==> src/rtl/core/aht_pkg.sv <==
package aht_pkg;

  localparam int DEF_MAX_READERS = 16;
  localparam int DEF_NODE_BITS   = 16;

  localparam int CMD_W  = 2;
  localparam int KIND_W = 3;
  localparam int ID_W   = 16;

  localparam logic [CMD_W-1:0] CMD_READ  = 2'd0;
  localparam logic [CMD_W-1:0] CMD_WRITE = 2'd1;

  localparam logic [KIND_W-1:0] KIND_NONE = 3'd0;
  localparam logic [KIND_W-1:0] KIND_RAW  = 3'd1;
  localparam logic [KIND_W-1:0] KIND_WAR  = 3'd2;
  localparam logic [KIND_W-1:0] KIND_WAW  = 3'd3;
  localparam logic [KIND_W-1:0] KIND_BAD  = 3'd4;
  localparam logic [KIND_W-1:0] KIND_OVF  = 3'd5;

endpackage

==> src/rtl/core/access_hazard_tracker_unit.sv <==
// Hazard tracker for one data object. Each input item is one access (tuser: read, write
// or invalid; tdata: the accessing node) and yields one or more dependency items, the
// final one marked by tlast. Readers since the last write sit in a reader memory with
// separate write and read ports; a write walks it one entry per cycle unless the output
// stalls. An item passes the states head, walk (only for a write with stored readers),
// tail and fin. A new item is taken once the previous one has handed its last result
// to the output register.
module access_hazard_tracker_unit #(
  parameter int MAX_READERS = aht_pkg::DEF_MAX_READERS,
  parameter int NODE_BITS   = aht_pkg::DEF_NODE_BITS
) (
  input  logic        clk,
  input  logic        rst,
  input  logic        cfg_we,
  input  logic [15:0] cfg_wdata,   // object_id
  input  logic        s_tvalid,
  output logic        s_tready,
  input  logic [15:0] s_tdata,     // [15:0] kernel_node
  input  logic [1:0]  s_tuser,     // [1:0] cmd
  output logic        m_tvalid,
  input  logic        m_tready,
  output logic [47:0] m_tdata,     // [15:0] consumer_node, [31:16] producer_node,
                                   // [47:32] dep_object
  output logic [2:0]  m_tuser,     // [2:0] dep_kind
  output logic        m_tlast
);

  localparam int CW = $clog2(MAX_READERS + 1);
  localparam int IW = (MAX_READERS > 1) ? $clog2(MAX_READERS) : 1;

  logic [aht_pkg::ID_W-1:0] object_id;
  logic [NODE_BITS-1:0]     node_in;
  logic                     mem_we;
  logic [IW-1:0]            mem_waddr;
  logic [NODE_BITS-1:0]     mem_wdata;
  logic                     mem_re;
  logic [IW-1:0]            mem_raddr;
  logic [NODE_BITS-1:0]     mem_rdata;
  logic [NODE_BITS-1:0]     out_cons;
  logic [NODE_BITS-1:0]     out_prod;

  always_ff @(posedge clk) begin
    if (rst) begin
      object_id <= '0;
    end else if (cfg_we) begin
      object_id <= cfg_wdata;
    end
  end

  assign node_in = NODE_BITS'(s_tdata);

  aht_reader_mem #(
    .DEPTH (MAX_READERS),
    .WIDTH (NODE_BITS),
    .AW    (IW)
  ) u_mem (
    .clk   (clk),
    .we    (mem_we),
    .waddr (mem_waddr),
    .wdata (mem_wdata),
    .re    (mem_re),
    .raddr (mem_raddr),
    .rdata (mem_rdata)
  );

  aht_seq #(
    .MAX_READERS (MAX_READERS),
    .NODE_BITS   (NODE_BITS),
    .CW          (CW),
    .IW          (IW)
  ) u_seq (
    .clk       (clk),
    .rst       (rst),
    .in_valid  (s_tvalid),
    .in_ready  (s_tready),
    .in_cmd    (s_tuser),
    .in_node   (node_in),
    .mem_we    (mem_we),
    .mem_waddr (mem_waddr),
    .mem_wdata (mem_wdata),
    .mem_re    (mem_re),
    .mem_raddr (mem_raddr),
    .mem_rdata (mem_rdata),
    .out_ready (m_tready),
    .out_valid (m_tvalid),
    .out_kind  (m_tuser),
    .out_cons  (out_cons),
    .out_prod  (out_prod),
    .out_last  (m_tlast)
  );

  assign m_tdata = {object_id, 16'(out_prod), 16'(out_cons)};

endmodule

==> src/rtl/core/aht_reader_mem.sv <==
module aht_reader_mem #(
  parameter int DEPTH = aht_pkg::DEF_MAX_READERS,
  parameter int WIDTH = aht_pkg::DEF_NODE_BITS,
  parameter int AW    = 4
) (
  input  logic             clk,
  input  logic             we,
  input  logic [AW-1:0]    waddr,
  input  logic [WIDTH-1:0] wdata,
  input  logic             re,
  input  logic [AW-1:0]    raddr,
  output logic [WIDTH-1:0] rdata
);

  logic [WIDTH-1:0] mem [DEPTH];

  always_ff @(posedge clk) begin
    if (we) begin
      mem[waddr] <= wdata;
    end
    if (re) begin
      rdata <= mem[raddr];
    end
  end

endmodule

==> src/rtl/core/aht_seq.sv <==
module aht_seq #(
  parameter int MAX_READERS = aht_pkg::DEF_MAX_READERS,
  parameter int NODE_BITS   = aht_pkg::DEF_NODE_BITS,
  parameter int CW          = $clog2(MAX_READERS + 1),
  parameter int IW          = (MAX_READERS > 1) ? $clog2(MAX_READERS) : 1
) (
  input  logic                       clk,
  input  logic                       rst,
  input  logic                       in_valid,
  output logic                       in_ready,
  input  logic [aht_pkg::CMD_W-1:0]  in_cmd,
  input  logic [NODE_BITS-1:0]       in_node,
  output logic                       mem_we,
  output logic [IW-1:0]              mem_waddr,
  output logic [NODE_BITS-1:0]       mem_wdata,
  output logic                       mem_re,
  output logic [IW-1:0]              mem_raddr,
  input  logic [NODE_BITS-1:0]       mem_rdata,
  input  logic                       out_ready,
  output logic                       out_valid,
  output logic [aht_pkg::KIND_W-1:0] out_kind,
  output logic [NODE_BITS-1:0]       out_cons,
  output logic [NODE_BITS-1:0]       out_prod,
  output logic                       out_last
);

  localparam logic [2:0] ST_IDLE = 3'd0;
  localparam logic [2:0] ST_HEAD = 3'd1;
  localparam logic [2:0] ST_WALK = 3'd2;
  localparam logic [2:0] ST_TAIL = 3'd3;
  localparam logic [2:0] ST_FIN  = 3'd4;

  localparam logic [CW-1:0] FULL = CW'(MAX_READERS);

  logic [2:0]                   state;
  logic [2:0]                   state_next;
  logic [aht_pkg::CMD_W-1:0]    cur_cmd;
  logic [NODE_BITS-1:0]         cur_node;
  logic                         writer_valid;
  logic [NODE_BITS-1:0]         writer_node;
  logic [CW-1:0]                reader_count;
  logic                         head_hit;
  logic [NODE_BITS-1:0]         head_prod;
  logic [CW-1:0]                walk_cnt;
  logic                         ovf;
  logic [CW-1:0]                issue_idx;
  logic                         have;
  logic                         pend_valid;
  logic [aht_pkg::KIND_W-1:0]   pend_kind;
  logic [NODE_BITS-1:0]         pend_prod;

  logic                         accept;
  logic                         out_free;
  logic                         gen_ready;
  logic                         is_read;
  logic                         is_write;
  logic                         match;
  logic                         consume;
  logic                         issue;
  logic                         tail_hit;
  logic                         gen_valid;
  logic [aht_pkg::KIND_W-1:0]   gen_kind;
  logic [NODE_BITS-1:0]         gen_prod;
  logic                         gen_take;
  logic                         push_pend;
  logic                         fin_push;

  assign in_ready  = (state == ST_IDLE);
  assign accept    = in_valid && in_ready;
  assign out_free  = !out_valid || out_ready;
  assign gen_ready = !pend_valid || out_free;
  assign is_read   = (cur_cmd == aht_pkg::CMD_READ);
  assign is_write  = (cur_cmd == aht_pkg::CMD_WRITE);
  assign match     = (mem_rdata == cur_node);
  assign consume   = (state == ST_WALK) && have && (match || gen_ready);
  assign issue     = is_write && ((state == ST_HEAD) || (state == ST_WALK)) &&
                     (!have || consume) && (issue_idx != walk_cnt);
  assign tail_hit  = (is_read && ovf) || (!is_read && !is_write);

  assign mem_we    = accept && (in_cmd == aht_pkg::CMD_READ) && (reader_count != FULL);
  assign mem_waddr = reader_count[IW-1:0];
  assign mem_wdata = in_node;
  assign mem_re    = issue;
  assign mem_raddr = issue_idx[IW-1:0];

  always_comb begin
    gen_valid = 1'b0;
    gen_kind  = aht_pkg::KIND_NONE;
    gen_prod  = '0;
    unique case (state)
      ST_HEAD: begin
        gen_valid = head_hit;
        gen_kind  = is_read ? aht_pkg::KIND_RAW : aht_pkg::KIND_WAW;
        gen_prod  = head_prod;
      end
      ST_WALK: begin
        gen_valid = have && !match;
        gen_kind  = aht_pkg::KIND_WAR;
        gen_prod  = mem_rdata;
      end
      ST_TAIL: begin
        gen_valid = tail_hit;
        gen_kind  = is_read ? aht_pkg::KIND_OVF : aht_pkg::KIND_BAD;
      end
      default: begin
        gen_valid = 1'b0;
      end
    endcase
  end

  assign gen_take  = gen_valid && gen_ready;
  assign push_pend = gen_take && pend_valid;
  assign fin_push  = (state == ST_FIN) && out_free;

  always_comb begin
    state_next = state;
    unique case (state)
      ST_IDLE: begin
        if (accept) state_next = ST_HEAD;
      end
      ST_HEAD: begin
        if (!head_hit || gen_ready) begin
          state_next = (is_write && (walk_cnt != '0)) ? ST_WALK : ST_TAIL;
        end
      end
      ST_WALK: begin
        if ((issue_idx == walk_cnt) && (!have || consume)) state_next = ST_TAIL;
      end
      ST_TAIL: begin
        if (!tail_hit || gen_ready) state_next = ST_FIN;
      end
      ST_FIN: begin
        if (out_free) state_next = ST_IDLE;
      end
      default: begin
        state_next = ST_IDLE;
      end
    endcase
  end

  always_ff @(posedge clk) begin
    if (rst) begin
      state        <= ST_IDLE;
      writer_valid <= 1'b0;
      writer_node  <= '0;
      reader_count <= '0;
      have         <= 1'b0;
      pend_valid   <= 1'b0;
      out_valid    <= 1'b0;
    end else begin
      state <= state_next;

      if (accept) begin
        if (in_cmd == aht_pkg::CMD_READ) begin
          if (reader_count != FULL) reader_count <= reader_count + 1'b1;
        end else if (in_cmd == aht_pkg::CMD_WRITE) begin
          reader_count <= '0;
          writer_node  <= in_node;
          writer_valid <= 1'b1;
        end
      end

      if (issue) begin
        have <= 1'b1;
      end else if (consume) begin
        have <= 1'b0;
      end

      if (gen_take) begin
        pend_valid <= 1'b1;
      end else if (fin_push) begin
        pend_valid <= 1'b0;
      end

      if (push_pend || fin_push) begin
        out_valid <= 1'b1;
      end else if (out_ready) begin
        out_valid <= 1'b0;
      end
    end
  end

  always_ff @(posedge clk) begin
    if (accept) begin
      cur_cmd   <= in_cmd;
      cur_node  <= in_node;
      head_hit  <= writer_valid && (writer_node != in_node) &&
                   ((in_cmd == aht_pkg::CMD_READ) || (in_cmd == aht_pkg::CMD_WRITE));
      head_prod <= writer_node;
      walk_cnt  <= reader_count;
      ovf       <= (reader_count == FULL);
      issue_idx <= '0;
    end else if (issue) begin
      issue_idx <= issue_idx + 1'b1;
    end

    if (gen_take) begin
      pend_kind <= gen_kind;
      pend_prod <= gen_prod;
    end

    if (push_pend) begin
      out_kind <= pend_kind;
      out_prod <= pend_prod;
      out_cons <= cur_node;
      out_last <= 1'b0;
    end else if (fin_push) begin
      out_kind <= pend_valid ? pend_kind : aht_pkg::KIND_NONE;
      out_prod <= pend_valid ? pend_prod : '0;
      out_cons <= cur_node;
      out_last <= 1'b1;
    end
  end

endmodule

==> config.mk <==
export PLATFORM = sky130hd
export DESIGN_NAME = access_hazard_tracker_unit
export DESIGN_NICKNAME = d
export VERILOG_FILES = /design/src/rtl/core/aht_pkg.sv /design/src/rtl/core/access_hazard_tracker_unit.sv /design/src/rtl/core/aht_reader_mem.sv /design/src/rtl/core/aht_seq.sv
export SDC_FILE = /design/constraint.sdc
export NUM_CORES = 1
export LEC_CHECK = 0
export BUFFER_PORTS_ARGS = -buffer_cell sky130_fd_sc_hd__buf_2
export CORE_MARGIN = 2
export CORE_UTILIZATION = 55
export DETAILED_ROUTE_END_ITERATION = 16
export GPL_TIMING_DRIVEN = 0
export MAX_ROUTING_LAYER = met4
export PLACE_DENSITY = 0.84
export SYNTH_ARGS = -nofsm -noshare
export SYNTH_HDL_FRONTEND = slang
export SYNTH_HIERARCHICAL = 1
export SYNTH_SLANG_ARGS = --single-unit
==> constraint.sdc <==
create_clock -name clk -period 5.4 [get_ports clk]
set_input_delay 0.54 -clock clk [delete_from_list [all_inputs] [get_ports clk]]
set_output_delay 0.54 -clock clk [all_outputs]
set_load 0.03 [all_outputs]
### After elaboration in Yosys (flattened, before gate mapping)

Memories as Yosys holds them, arrays and structs flattened. A register that Yosys moved wholly into a read port is not among the register bits.
Index checks and enable logic that the tools add are counted.

| storage, ports and cells | value |
|---|---|
| register bits | 145 |
| RAM bits | 256 |
| output and inout port bits | 54 |
| logic and storage cells | 122 |
| memories | 1 |

Memories:

| memory | depth | bits a word | read ports | clocked after Yosys merged registers in | write ports | line | source |
|---|---|---|---|---|---|---|---|
| u_mem.mem | 16 | 16 | 1 | 1 | 1 | aht_reader_mem.sv:15 | `logic [WIDTH-1:0] mem [DEPTH];` |

| operators by class | value |
|---|---|
| $add $sub $neg | 2 |
| equality and inequality tests | 18 |
| multiplexer cells | 31 |
| bitwise logic cells | 1 |
| reductions and logical operators | 48 |

Operator list:

| kind | count |
|---|---|
| 2-to-1 mux 16 bit | 5 |
| case mux 16 bit (2 select lines) | 1 |
| 2-to-1 mux 3 bit | 8 |
| logical AND 1 bit | 18 |
| equality test 16 bit | 1 |
| != test 16 bit | 1 |
| 2-to-1 mux 5 bit | 3 |
| case mux 3 bit (5 select lines) | 1 |
| adder 5 x 1 -> 5 bit, second input constant | 2 |
| logical OR 1 bit | 10 |
| 2-to-1 mux 1 bit | 10 |
| nonzero test 2 bit | 5 |
| case mux 3 bit (3 select lines) | 1 |
| logical NOT 1 bit | 8 |
| != test 2 bit, second input constant | 4 |
| equality test 3 x 2 -> 1 bit, second input constant | 2 |
| AND reduction 3 bit | 2 |
| equality test 5 bit | 1 |
| equality test 5 bit, second input constant | 1 |
| != test 5 bit | 1 |
| != test 5 bit, second input constant | 1 |
| AND reduction 5 bit | 1 |
| nonzero test 5 bit | 1 |
| equality test 2 x 1 -> 1 bit, second input constant | 2 |
| other kinds (8) | 10 |

### Logic depth before layout (Yosys ltp)

Gate-level depths: netlist of run 1.

| logic depth | value |
|---|---|
| word-level depth | 9 |
| mapped depth | 9 |

### By module

Netlist of run 1, hierarchy kept.

Modules (own cells, without submodules):

| module | instances | cells an instance | area each (um2) | sequential area each (um2) |
|---|---|---|---|---|
| aht_reader_mem | 1 | 432 | 10202.3 | 8167.8 |
| aht_seq | 1 | 406 | 5343.9 | 3533.4 |
| access_hazard_tracker_unit | 1 | 52 | 580.6 | 320.3 |

### Worst setup path after synthesis of run 1

Ideal clock, no wire load.

| timing | value |
|---|---|
| kind | register to register |
| start point | register u_seq.state[2] |
| end point | memory u_mem/mem[0][0] (netlist name) (enable) |
| setup time | 0.409 ns |
| arrival | 3.444 ns |
| data required time | 4.991 ns |
| path slack | 1.547 ns |
| stages on the path, launching flop included | 7 |
| clock period less this slack | 3.853 ns |
| path through | dfxtp_1 buf_2 nor3_2 nand2_1 nor4_1 or3b_2 nor3_1 |

| on the way | value |
|---|---|
| cells in the longest elaborated chain, start to end | 6 |

RTL lines:

| what | line | source |
|---|---|---|
| start: declaration | aht_seq.sv:35 | `logic [2:0] state;` |
| start signal: assignment | aht_seq.sv:151 | `state <= state_next;` |
| logical NOT 3 bit | aht_seq.sv:68 | `assign in_ready = (state == ST_IDLE);` |
| named net s_tready | access_hazard_tracker_unit.sv:17 | `output logic s_tready,` |
| logical AND 1 bit | aht_seq.sv:69 | `assign accept = in_valid && in_ready;` |
| logical AND 1 bit (2 in a row) | aht_seq.sv:80 | `assign mem_we = accept && (in_cmd == aht_pkg::CMD_READ) && (reader_count != FULL);` |
| named net mem_we | access_hazard_tracker_unit.sv:33 | `logic mem_we;` |
| 2-to-1 mux 1 bit | aht_reader_mem.sv:18 | `if (we) begin` |
| 2-to-1 mux 1 bit (not written as such) | aht_reader_mem.sv:19 | `mem[waddr] <= wdata;` |
| end: declaration | aht_reader_mem.sv:15 |  |

The timed path passes the listed nets, and every way through them passes these cells.

### Final worst setup path of run 1

| timing | value |
|---|---|
| start point | register u_seq.state[2] |
| end point | memory u_mem/mem[4][15] (netlist name) (enable) |

| on the way | value |
|---|---|
| cells in the longest elaborated chain, start to end | 6 |

RTL lines:

| what | line |
|---|---|
| logical NOT 3 bit | aht_seq.sv:68 |
| logical AND 1 bit | aht_seq.sv:69 |
| logical AND 1 bit (2 in a row) | aht_seq.sv:80 |
| named net mem_we | access_hazard_tracker_unit.sv:33 |
| 2-to-1 mux 1 bit | aht_reader_mem.sv:18 |
| 2-to-1 mux 1 bit (not written as such) | aht_reader_mem.sv:19 |

The timed path passes the listed nets, and every way through them passes these cells.

==> results_dict.tcl, run 1 <==
set metrics [dict create \
    status "finished, final reports clean" \
    grt_setup_unrepaired "no" \
    fin_crit_ps 3780 \
    power_density_nw_per_um2 430 \
    dieArea_um2 30700 \
    place.gp.congestion 0.841 \
    skew_ps 18.2 \
    period_share_pct 69.9 \
    yosysWarningCount 6 \
    antenna_found_initial 0 \
    postCtsResizedCells 0 \
    slew_headroom_pct 14.9 \
    vias 8716 \
    synth_top_cells_by_count "edfxtp_1, nand2_1, mux4_2" \
    hold_ws_ps 251 \
    clock_path_buffers 3 \
    post-synth-top-count-cell "edfxtp_1" \
    synth.largest_area_cell "edfxtp_1" \
    tightest_slew_ps 1270 \
    place.port_buffers 91 \
    place_hpwl_um 21600 \
    synth_edf_count 367 \
    cts-htree-levels 2 \
    cts_tree "yes" \
    io_pins 93 \
    yosysUniqueCellTypes 52 \
    clk_pin_slew_ps 60 \
    seq_area_frac_synth_pct 74.5 \
    synth_top_area_share_pct 68.3 \
    wl_um 33800 \
    track_usage_pct 23.1 \
    cts_hold_buf 0 \
    diodes 0 \
    die_x_um 175 \
    synthesis.nets 932 \
    fp-row-count 62 \
    grt_overflow_total 0 \
    drt_iter0_drc 910 \
    insertion_delay_ps 530 \
    layout_setup_ws_ps 1620 \
    drive_gt1_share_pct 27.9 \
    synth_ff_type "edfxtp_1" \
    hold_violations 0 \
    vdd_drop_max_mv 0.201 \
    place_inst 1381 \
    grt_max_degree 45 \
    routed_via_density 5.99 \
    die_h_um 175 \
    maxCapViolations 0 \
    finalSetupViolCount 0 \
    ys_top_cells_by_area "edfxtp_1, mux4_2, dfxtp_1" \
    fin_cells 1454 \
    max_freq_mhz 265 \
    place_ws_ps 1820 \
    grt_pass1_vias 8903 \
    final_nets 1082 \
    p_leak_nw 6.33 \
    nFillCells 1790 \
    critPathArrivalTime_ps 4000 \
    async_reset_ff_share_pct 0 \
    slew_violations 0 \
    min_path_type "in2reg" \
    start_util_pct 56.0 \
    post_cts_buffers 0 \
    coreArea_um2 28800 \
    ys_ff_latch 417 \
    area_growth_pct 15.9 \
    syn_area_um2 16100 \
    clockRootBuffer "clkbuf_16" \
    drtPass1Iterations 5 \
    path_max_fanout 10 \
    setup.worst_path.start_class "flip-flop" \
    worstPathRequired_ps 5630 \
    setup_total_negative_slack_ps 0 \
    crit_type "reg2reg" \
    cts_buffers 40 \
    detail_route.wl_per_cell_um 23.3 \
    ant_nets 0 \
    drcViolationCount 0 \
    synthCells 890 \
    clock_sinks 417 \
    p_total_w 0.00804 \
    syn_area_per_cell_um2 18.1 \
    grt_pass1_wl_um 51600 \
    cp-end-kind "flip-flop" \
]
[metal layers]
layer  part of all wire [%]  GRT usage (%)  vias to the layer above
met5                      0              -                        -
met2                     52           39.7                      458
li1                       -              -                     3752
met1                     37           27.8                     4403
met4                    3.5           8.44                        0
met3                    7.5           3.59                      103
[final cells by class]
type / instances / area (µm²) / area share, %
plain buffers: 62 / 402 / 2.15
flip-flops and latches: 417 / 12000 / 64.3
well taps: 384 / 480 / 2.57
clock inverters: 15 / 170 / 0.910
clock buffers: 57 / 1160 / 6.20
repair buffers: 108 / 708 / 3.79
inverters: 8 / 30.0 / 0.161
multi-input cells: 403 / 3730 / 19.9
[stage by stage]
step,cell area (µm²),utilization [%]
2_1_floorplan,16100,-
5_1_grt,18700,65.0
6_report,18700,65.0
4_1_cts,18700,64.9
3_5_place_dp,17300,60.2
3_3_place_gp,17100,59.3
[placed cells by master, fill, tap and decap left out, drive strengths merged, types with 6 or more instances in the layout]
cell type / instances
xor2: 18
nor2: 40
clkbuf: 74
edfxtp: 367
and2: 23
a22o: 16
mux2i: 21
nor3: 10
clkinv: 8
a22oi: 33
nor4: 6
nand2b: 9
xnor2: 23
a21oi: 22
inv: 10
buf: 153
dfxtp: 50
nand4: 9
nand2: 67
o21ai: 9
mux4: 64
[final timing paths]
path	from	endpoint	slack, ps	cells past startpoint
worst max-delay path	u_seq/state[2]	u_mem/mem[4][15]	1620	7
worst min-delay path	cfg_wdata[6]	object_id[6]	250	3
worst max register to register	u_seq/state[2]	u_mem/mem[4][15]	1620	7
worst min register to register	u_seq/cur_node[5]	u_seq/out_cons[5]	470	0
[report_power, final]
part	internal [W]	leakage (nW)	switching, W
registers	0.00378	3.75	0.0000992
clock network	0.00165	0.651	0.00114
logic	0.000593	1.92	0.000779
total	0.00602	6.33	0.00202
[worst max-delay path, stage by stage, from the launching register on]
cell and delay [ps]:
dfxtp_1 290, buf_2 180, nor3_2 220, nand2_1 180
nor4_1 1000, nand3b_1 480, nor3_2 840, buf_6 270
[state kept, by name, summed over array words and instances, names as in the netlist, 2 cells and up]
name	count
u_seq/out_cons	16
u_seq/state	3
u_seq/issue_idx	5
u_seq/walk_cnt	5
u_mem/mem	256
u_seq/pend_kind	3
u_seq/out_kind	3
u_seq/cur_cmd	2
object_id	16
u_seq/head_prod	16
u_seq/reader_count	5
u_seq/writer_node	16
u_mem/rdata	16
u_seq/out_prod	16
u_seq/pend_prod	16
u_seq/cur_node	16
[cells by family (layout without fill, tap and decap cells)]
family	Yosys count	after routing	synth area share [%]
AOI/OAI and AO/OA	91	91	4.01
xor gates and xnor gates	41	41	2.23
adders and majority gates	3	3	0.233
buffers and inverters	70	250	2.68
DFF	417	417	74.5
muxes	85	85	10.5
and+or+nand+nor	183	183	5.83
Note: power is estimated with default switching activity, not from simulation.
==> inputs of run 2 (changes only) <==
--- a/config.mk
+++ b/config.mk
@@ -7,11 +7,11 @@
 export LEC_CHECK = 0
 export BUFFER_PORTS_ARGS = -buffer_cell sky130_fd_sc_hd__buf_2
 export CORE_MARGIN = 2
-export CORE_UTILIZATION = 55
+export CORE_UTILIZATION = 54
 export DETAILED_ROUTE_END_ITERATION = 16
 export GPL_TIMING_DRIVEN = 0
 export MAX_ROUTING_LAYER = met4
-export PLACE_DENSITY = 0.84
+export PLACE_DENSITY = 0.86
 export SYNTH_ARGS = -nofsm -noshare
 export SYNTH_HDL_FRONTEND = slang
 export SYNTH_HIERARCHICAL = 1
==> constraint.sdc (replaced) <==
create_clock -name clk -period 3.1 [get_ports clk]
set_input_delay 0.31 -clock clk [delete_from_list [all_inputs] [get_ports clk]]
set_output_delay 0.31 -clock clk [all_outputs]
set_load 0.03 [all_outputs]
==> results_dict.tcl, run 2 (same netlist as run 1, synthesis figures left out) <==
set metrics [dict create \
    status "finished, final reports clean" \
    place.gp.congestion 0.847 \
    area_growth_pct 15.6 \
    p_sw_w 0.00358 \
    critPathArrivalTime_ps 3070 \
    hold_ws_ps 16.5 \
    drive_gt1_share_pct 26.9 \
    vias 8715 \
    final_nets 1077 \
    setup.worst_path.start_class "flip-flop" \
    power_frac_seq_pct 48.5 \
    finalSetupViolCount 0 \
    slew_violations 0 \
    antenna_found_initial 0 \
    p_int_w 0.0103 \
    setup_total_negative_slack_ps 0 \
    vdd_drop_max_mv 0.464 \
    tightest_slew_ps 1050 \
    path_max_fanout 16 \
    min_path_type "in2reg" \
    p_leak_nw 6.25 \
    start_util_pct 54.6 \
    track_usage_pct 23.6 \
    die_x_um 177 \
    path_cells "buf_2 > nor3_2 > nand2_1 > nor4_4 > nand3b_1 > nor2_2" \
    drtPass1Iterations 5 \
    grt_pass1_wl_um 53000 \
    clock_power_share_pct 34.0 \
    place_hpwl_um 22100 \
    fin_cells 1455 \
    cts-htree-levels 2 \
    die_h_um 177 \
    p_comb_share_pct 17.5 \
    insertion_delay_ps 540 \
    cts_buffers 38 \
    power_density_nw_per_um2 747 \
    clk_pin_slew_ps 60 \
    coreArea_um2 29600 \
    maxCapViolations 0 \
    hold_violations 0 \
    grt_max_degree 45 \
    drt_iter0_drc 904 \
    place.port_buffers 91 \
    grt_pass1_vias 8957 \
    slew_headroom_pct 29.9 \
    critPathSlowestCell "nor2_2" \
    crit_type "reg2reg" \
    cp-end-kind "flip-flop" \
    wl_um 34800 \
    dieArea_um2 31300 \
    switching_share_pct 25.7 \
    final_common_cell "edfxtp_1" \
    cp_slowest_stage_delay_ps 890 \
    io_pins 93 \
    top_register "u_mem/mem" \
    clock_sinks 417 \
    fin_crit_ps 2910 \
    skew_ps 15.6 \
    fp-row-count 63 \
    largest_register_ffs 256 \
    clockRootBuffer "clkbuf_16" \
    place_inst 1378 \
    drcViolationCount 0 \
    grt_overflow_total 0 \
    grt_setup_unrepaired "yes" \
    place_ws_ps -105 \
    layout_setup_ws_ps 188 \
    detail_route.wl_per_cell_um 23.9 \
    ant_nets 0 \
    cts_tree "yes" \
    diodes 0 \
    clock_path_buffers 3 \
    max_freq_mhz 343 \
    period_share_pct 93.9 \
    worstPathRequired_ps 3260 \
    final_cell_mix "edfxtp_1, buf_2, nand2_1" \
    nFillCells 1908 \
    routed_via_density 5.99 \
]
[run 2: cell types whose count changed in the layout (fill, tap and decap cells not counted), moves of 3 or more]
| cell | before | now |
|---|---|---|
| buf_8 | 12 | 2 |
| clkinv_1 | 1 | 11 |
| clkbuf_1 | 27 | 22 |
| nor2_2 | 13 | 9 |
| nor3_2 | 6 | 2 |
| nor3_4 | 0 | 4 |
| buf_12 | 1 | 4 |
| buf_4 | 29 | 32 |
| dlygate4sd3_1 | 0 | 3 |
| nor2_4 | 0 | 3 |
[run 2: power groups by stage]
stage          registers [W]  clock network [W]  logic, W
3_3_place_gp         0.00685                  0   0.00225
3_5_place_dp         0.00687                  0   0.00235
2_1_floorplan        0.00692                  0   0.00165
4_1_cts              0.00676            0.00478   0.00241
5_1_grt              0.00679            0.00496   0.00260
6_report             0.00675            0.00474   0.00244
[run 2: per-stage QoR]
| stage | power, W | utilization, % | area, µm² |
|---|---|---|---|
| 5_1_grt | 0.0143 | 63.1 | 18600 |
| 2_1_floorplan | 0.00857 | - | 16200 |
| 3_5_place_dp | 0.00923 | 58.2 | 17200 |
| 4_1_cts | 0.0140 | 62.8 | 18600 |
| 3_3_place_gp | 0.00910 | 57.9 | 17100 |
| 6_report | 0.0139 | 63.1 | 18600 |
[run 2: what timing repair did]
action | in CTS | in global routing
endpoints found under the hold margin | 3 | 0
hold buffers | 3 | 0
endpoints found under the setup margin | 83 | 178
buffers inserted | 1 | 2
pin swaps | 1 | 2
resized for setup | 4 | 4
[run 2: cell type report]
class / instances / area [µm²] / share of cell area (%)
Sequential cell: 417 / 12000 / 64.5
Multi-Input combinational cell: 403 / 3780 / 20.3
Clock buffer: 48 / 1070 / 5.75
Timing Repair Buffer: 105 / 648 / 3.48
Tap cell: 390 / 488 / 2.62
Buffer: 62 / 402 / 2.15
Clock inverter: 22 / 196 / 1.05
Inverter: 8 / 30.0 / 0.161
[run 2: critical path: cells and delay by family, from the launching register on]
kind                   cells  cell delay (ps)
DFF                        1              290
buffers and inverters      1              170
and+or+nand+nor            5             2030
[run 2: routing by layer]
layer / vias to the layer above / global-route usage [%] / routed length [µm]
met5: - / - / 0
met1: 4380 / 27.8 / 12700
met2: 481 / 40.5 / 18300
met4: 0 / 9.68 / 1400
li1: 3754 / - / -
met3: 100 / 3.93 / 2440
[run 2: path summary, 6_finish.rpt]
path                      from                end  slack (ps)  cells after the start
max             u_seq/state[2]  u_mem/mem[11][11]         190                      6
min               cfg_wdata[5]       object_id[5]          20                      3
max reg2reg     u_seq/state[2]  u_mem/mem[11][11]         190                      6
min reg2reg  u_seq/cur_node[8]  u_seq/out_cons[8]         470                      0
